**src/hw/rtl/diffusion_stencil_step_core_macros.svh**
```systemverilog
// Assertion macros shared by the diffusion stencil RTL.
// No dependencies; included by the top level, which carries the assertions.
`ifndef DIFFUSION_STENCIL_STEP_CORE_MACROS_SVH
`define DIFFUSION_STENCIL_STEP_CORE_MACROS_SVH

// Condition must hold at every edge outside reset.
`define DSS_ASSERT_ALWAYS(label, clk, rst, cond) \
  label: assert property (@(posedge clk) disable iff (rst) (cond)) \
    else $error("%m: invariant violated");

// Antecedent implies consequent in the same cycle.
`define DSS_ASSERT_IMPL(label, clk, rst, ante, cons) \
  label: assert property (@(posedge clk) disable iff (rst) (ante) |-> (cons)) \
    else $error("%m: implication violated");

// Antecedent implies consequent in the next cycle.
`define DSS_ASSERT_NEXT(label, clk, rst, ante, cons) \
  label: assert property (@(posedge clk) disable iff (rst) (ante) |=> (cons)) \
    else $error("%m: next-cycle implication violated");

`endif

```
**src/hw/rtl/dss_pkg.sv**
```systemverilog
// Shared types and constants for the diffusion stencil core.
// No dependencies; imported by dss_relax, the top level and the testbench.
`default_nettype none

package dss_pkg;

  // configuration register indexes
  localparam int CFG_INDEX_BITS = 2;
  typedef enum logic [CFG_INDEX_BITS-1:0] {
    CFG_RATE = 2'd0,
    CFG_GRID = 2'd1
  } dss_cfg_index_t;

  localparam int COEF_BITS = 32;
  localparam int GRID_BITS = 11;
  localparam logic [COEF_BITS-1:0] COEF_RESET = 32'd4295;

  // result queue and pipeline depth
  localparam int FIFO_DEPTH  = 8;
  localparam int FIFO_AW     = 3;
  localparam int PIPE_STAGES = 5;

  // per-item control carried alongside the datapath
  typedef struct packed {
    logic valid;
    logic first_col;
    logic has_main;
    logic zero_main;
    logic has_extra;
    logic extra_last;
  } dss_tag_t;

endpackage

`default_nettype wire

```
**src/hw/rtl/dss_relax.sv**
```systemverilog
// Stencil window and relaxation datapath for one field.
// Depends on dss_pkg (dss_tag_t); fed by dss_row_store read data.
`default_nettype none

module dss_relax #(
  parameter int VALUE_BITS = 32
) (
  input  wire logic                           clk,
  input  wire dss_pkg::dss_tag_t              ctl,
  input  wire logic [dss_pkg::COEF_BITS-1:0]  coef,
  input  wire logic signed [VALUE_BITS-1:0]   down,
  input  wire logic signed [VALUE_BITS-1:0]   rd_a,
  input  wire logic signed [VALUE_BITS-1:0]   rd_b,
  output logic signed [VALUE_BITS-1:0]        result
);
  import dss_pkg::*;

  localparam int LW = VALUE_BITS + 3;   // laplacian
  localparam int PW = LW + 17;          // partial product
  localparam int DW = LW + 2;           // delta
  localparam logic signed [DW:0] SAT_HI = {{(DW + 2 - VALUE_BITS){1'b0}},
                                           {(VALUE_BITS - 1){1'b1}}};
  localparam logic signed [DW:0] SAT_LO = {{(DW + 2 - VALUE_BITS){1'b1}},
                                           {(VALUE_BITS - 1){1'b0}}};

  logic signed [VALUE_BITS-1:0] w_left, w_center;
  logic signed [VALUE_BITS-1:0] up, left, center, right;
  logic signed [LW-1:0]         lap_next, lap_q;
  logic signed [VALUE_BITS-1:0] ctr2, ctr3, ctr4;
  logic signed [PW-1:0]         prod_lo_next, prod_hi_next, prod_lo, prod_hi;
  logic signed [PW:0]           delta_sum;
  logic signed [DW-1:0]         delta;
  logic signed [DW:0]           total;

  // window: first column takes centre from port A, later ones slide
  always_comb begin
    up     = rd_a;
    right  = rd_b;
    left   = w_left;
    center = ctl.first_col ? rd_a : w_center;
  end

  always_ff @(posedge clk) begin
    if (ctl.valid) begin
      w_left   <= center;
      w_center <= right;
    end
  end

  // stage 2: five-point laplacian, exact
  assign lap_next = LW'(up) + LW'(down) + LW'(left) + LW'(right)
                  - (LW'(center) <<< 2);

  always_ff @(posedge clk) begin
    lap_q <= lap_next;
    ctr2  <= center;
  end

  // stage 3: two 16-bit slices of the coefficient
  assign prod_lo_next = PW'(lap_q) * PW'($signed({1'b0, coef[15:0]}));
  assign prod_hi_next = PW'(lap_q) * PW'($signed({1'b0, coef[31:16]}));

  always_ff @(posedge clk) begin
    prod_lo <= prod_lo_next;
    prod_hi <= prod_hi_next;
    ctr3    <= ctr2;
  end

  // stage 4: floor of lap*coef / 2^32
  assign delta_sum = (PW + 1)'(prod_hi) + (PW + 1)'(prod_lo >>> 16);

  always_ff @(posedge clk) begin
    delta <= $signed(delta_sum[PW:16]);
    ctr4  <= ctr3;
  end

  // stage 5: add and saturate
  assign total = (DW + 1)'(delta) + (DW + 1)'(ctr4);

  always_ff @(posedge clk) begin
    if (total > SAT_HI) begin
      result <= SAT_HI[VALUE_BITS-1:0];
    end else if (total < SAT_LO) begin
      result <= SAT_LO[VALUE_BITS-1:0];
    end else begin
      result <= total[VALUE_BITS-1:0];
    end
  end

endmodule

`default_nettype wire

```
**config.mk**
```make
export PLATFORM = sky130hd
export DESIGN_NAME = dss_relax
export DESIGN_NICKNAME = d
export VERILOG_FILES = /design/src/hw/rtl/diffusion_stencil_step_core_macros.svh /design/src/hw/rtl/dss_pkg.sv /design/src/hw/rtl/dss_relax.sv
export SDC_FILE = /design/constraint.sdc
export NUM_CORES = 2
export LEC_CHECK = 0
export ABC_AREA = 0
export ABC_CLOCK_PERIOD_IN_PS = 7100
export BUFFER_PORTS_ARGS = -buffer_cell sky130_fd_sc_hd__buf_4
export CAP_MARGIN = 30
export CORE_MARGIN = 4
export CORE_UTILIZATION = 50
export DETAILED_ROUTE_END_ITERATION = 6
export PLACE_DENSITY = 0.71
export SLEW_MARGIN = 20
export SYNTH_ARGS = -nofsm -noshare
export SYNTH_HDL_FRONTEND = slang
export SYNTH_SLANG_ARGS = --single-unit
```
**constraint.sdc**
```tcl
create_clock -name clk -period 7.1 [get_ports clk]
set_clock_uncertainty 0.1 [all_clocks]
set_input_delay 0.355 -clock clk [delete_from_list [all_inputs] [get_ports clk]]
set_output_delay 0.355 -clock clk [all_outputs]
set_load 0.03 [all_outputs]
```
==> results.toml <==
[sta]
hold_slack_ns = 0.01691
report.final.hold_viol_count = 0
timing_max_transition_violations_final = 0
final-setup-viol-count = 0
maxClockFrequency_mhz = 145.5
max_slew.worst_pin.slew_ns = 0.9407
setup_repair_after_global_routing_missed_its_margin = "yes"
max_slew_margin_pct = 37.29
min_period_over_period_pct = 96.83
timing.final.crit_period_ns = 6.875

[global_route]
grt_antenna_before_repair = 7
gr-usage-met2_pct = 41.90
vias_in_the_first_global_route = 43282
grt_overflow_total = 0
grt_start_max_net_pins = 65
wire_length_of_the_first_global_routing_pass_mm = 224.0
gr-usage-all-layers_pct = 24.35
grt.met1_usage_pct = 30.54
grt.met3_usage_pct = 3.543
global_route.peak_usage_layer = "met2"

[layout]
num-nets-final = 7771
multi_input_comb_area_um2 = 40990
post-route-util_pct = 55.77
final-seq-area_um2 = 7691
layout-drive-gt1-share_pct = 8.227
layout-area-overhead-vs-synth_pct = 10.65
final-instance-count-excl-fill = 7559
nFillCells = 9570

[clock_network]
cts_sinks = 352
number_of_buffers_added_by_the_clock_tree_synthesis_step = 40
clock_tree_from_tritoncts = "done"
cts_setup_buffers = 0
ctsLongestPathBuffers = 3
cts.reportedPaths.clkPinSlew_ns = 0.06
insertion_delay_ns = 0.58
root_cell_of_the_clock_tree = "sky130_fd_sc_hd__clkbuf_16"
cts_htree_levels = 2

[route]
detail_route.wl_per_cell_um = 17.85
drt.antenna.violating_nets = 0
dr.first_iter.drc_count = 2284
route.detailed.drc = 0
vias_per_cell = 5.276
first_pass_iters = 5
dr_total_vias = 39879
wl_mm = 134.9

[setup_path]
worst-endpoint-arrival_ns = 7.21
startpoint = "lap_q[11]"
cp-end-kind = "flip-flop"
type_of_the_setup_path_with_the_least_slack = "reg2reg"
worst_r2r_endpoint = "prod_hi[48]"
ff2ff_path_depth = 25
crit-reg2reg-launch = "lap_q[11]"
critPathMaxStageDelay_ns = 0.60
crit_path_frequent_cell = "sky130_fd_sc_hd__fa_1"
rrSetupSlack_ns = 0.23
crit_fanout = 25
critPathLaunchType = "flip-flop"
slowest_cell_on_crit_path = "sky130_fd_sc_hd__fa_1"
critical_path_required_ns = 7.43
critPathBufInv = 7
timing.critical_path.max_delay_family = "adder cells"

[hold_path]
min_path_type = "in2reg"
hold_start = "rd_a[10]"
min_to = "ctr2[10]"
worst_hold_path.num_cells = 2

[synth]
seq_area_frac_synth_pct = 13.99
syn_nets = 7566
most_instantiated_flip_flop_cell_in_the_synthesis_netlist = "sky130_fd_sc_hd__dfxtp_1"
synth_async_sr_flop_share_pct = 0
synth-warning-count = 0
syn-mean-instance-area_um2 = 9.306
synth-seq-cells = 352
yosys-top-cells-area = "sky130_fd_sc_hd__fa_1, sky130_fd_sc_hd__dfxtp_1, sky130_fd_sc_hd__inv_1"
ys_types = 77
netlist.top_cell.by_area = "sky130_fd_sc_hd__fa_1"
synth_top_area_share_pct = 42.27
netlist_instances = 5903
synth_area_um2 = 54930
number_of_enable_flip_flop_cells_after_synthesis = 64

[flow_run]
cap_viol_max_count = 0

[floorplan]
die_width_um = 339.5
floorplan.io_pins = 167
die_area_um2 = 115200
initial_utilization_pct = 50.40
core_area_um2 = 109000
die_height_um = 339.5
floorplan.rows = 121

[placement]
dp_hpwl_mm = 109.0
buffer_ports.inserted = 162
place.detailed.instances = 7421
gp_congestion = 0.9293

[outcome]
run_status = "finished, final reports clean"
==> placed cells by master (no fill, tap or decap), drive strengths merged, types with 6 or more instances in the layout <==
master / instances
inv: 1419
fa: 1160
nand2: 822
and2: 422
ha: 368
buf: 357
dfxtp: 288
a21oi: 190
o21ai: 138
xnor2: 123
nor2: 107
a21o: 77
edfxtp: 64
xor2: 59
dlygate4sd3: 59
clkbuf: 54
nand3: 39
mux2: 33
a211oi: 31
o21a: 28
nand4: 25
o21bai: 25
nor3: 23
and3: 20
o211ai: 15
nor2b: 15
nand2b: 15
a31oi: 14
o31ai: 13
or2: 10
a211o: 8
or3: 8
a221oi: 8
clkinv: 8
diode: 7
nor3b: 7
a21boi: 7
o221ai: 6
==> cells in the mapped netlist, drive strengths merged (7+ instances only) <==
cell type / count
or3: 8
o21a: 28
a211oi: 31
inv: 1414
a21oi: 190
a21o: 77
o21bai: 25
or2: 10
a221oi: 8
nand2: 822
ha: 368
a211o: 8
nor2b: 15
a21boi: 7
mux2: 33
edfxtp: 64
a31oi: 14
nand3: 39
and3: 20
o21ai: 138
fa: 1160
buf: 11
o211ai: 15
nand2b: 15
nor2: 107
nor3: 23
o31ai: 13
nand4: 25
xnor2: 123
dfxtp: 288
clkbuf: 242
nor3b: 7
xor2: 59
and2: 422
==> repair_timing <==
action	4_1_cts	5_1_grt
pin swaps	0	2
resized for setup	2	14
setup endpoints to repair	14	25
hold buffers	59	0
hold endpoints to repair	59	0
gates cloned	0	0
==> layout make-up <==
cell class                      count  share of cell area, %
Clock inverter                     18                 0.3540
Multi-Input combinational cell   3883                  67.43
Sequential cell                   352                  12.65
Tap cell                         1414                  2.910
Clock buffer                       54                  1.990
Timing Repair Buffer              416                  5.895
Inverter                         1415                  8.740
Antenna cell                        7                0.02882
==> cell families after synthesis <==
group                    Yosys count  synth area share (%)
AO/OA/AOI/OAI                    610                 7.166
XOR/XNOR                         182                 2.902
adder cells (fa/ha/maj)         1528                 50.65
buffers and inverters           1668                 11.47
flip-flops                       352                 13.99
multiplexers                      36                0.7311
AND/OR/NAND/NOR                 1527                 13.08
==> flip-flops by register name, indices dropped and copies added (netlist names) <==
name,count
ctr2,32
ctr3,32
ctr4,32
delta,37
lap_q,35
left,32
prod_hi,52
prod_lo,36
result,32
w_center,32
==> metrics by stage <==
| step | setup TNS (ns) | setup WS (ns) | instance area (um^2) |
|---|---|---|---|
| after floorplan | 0 | 0.5491 | 54930 |
| after global placement | -0.9881 | -0.1872 | 58710 |
| after detailed placement | -1.846 | -0.2842 | 58710 |
| after CTS | 0 | 0.01991 | 60730 |
| after global routing | -0.04719 | -0.04719 | 60770 |
| final | 0 | 0.2250 | 60790 |
==> worst max-delay path by stage <==
stage | cells after the start | slack, ns | end
6_report | 25 | 0.23 | prod_hi[48]
5_1_grt | 23 | -0.05 | prod_lo[51]
4_1_cts | 24 | 0.02 | prod_lo[51]
3_5_place_dp | 24 | -0.28 | prod_lo[51]
3_3_place_gp | 24 | -0.19 | prod_lo[51]
2_1_floorplan | 25 | 0.55 | prod_lo[40]
==> routing by layer <==
layer,wire length (um),vias up
li1,-,18038
met1,52640,20205
met2,66270,1332
met3,8876,300
met4,7105,4
met5,29,-
Power is not shown: default switching activity piles up to over one toggle a cycle in this logic, so the estimate is an artifact.
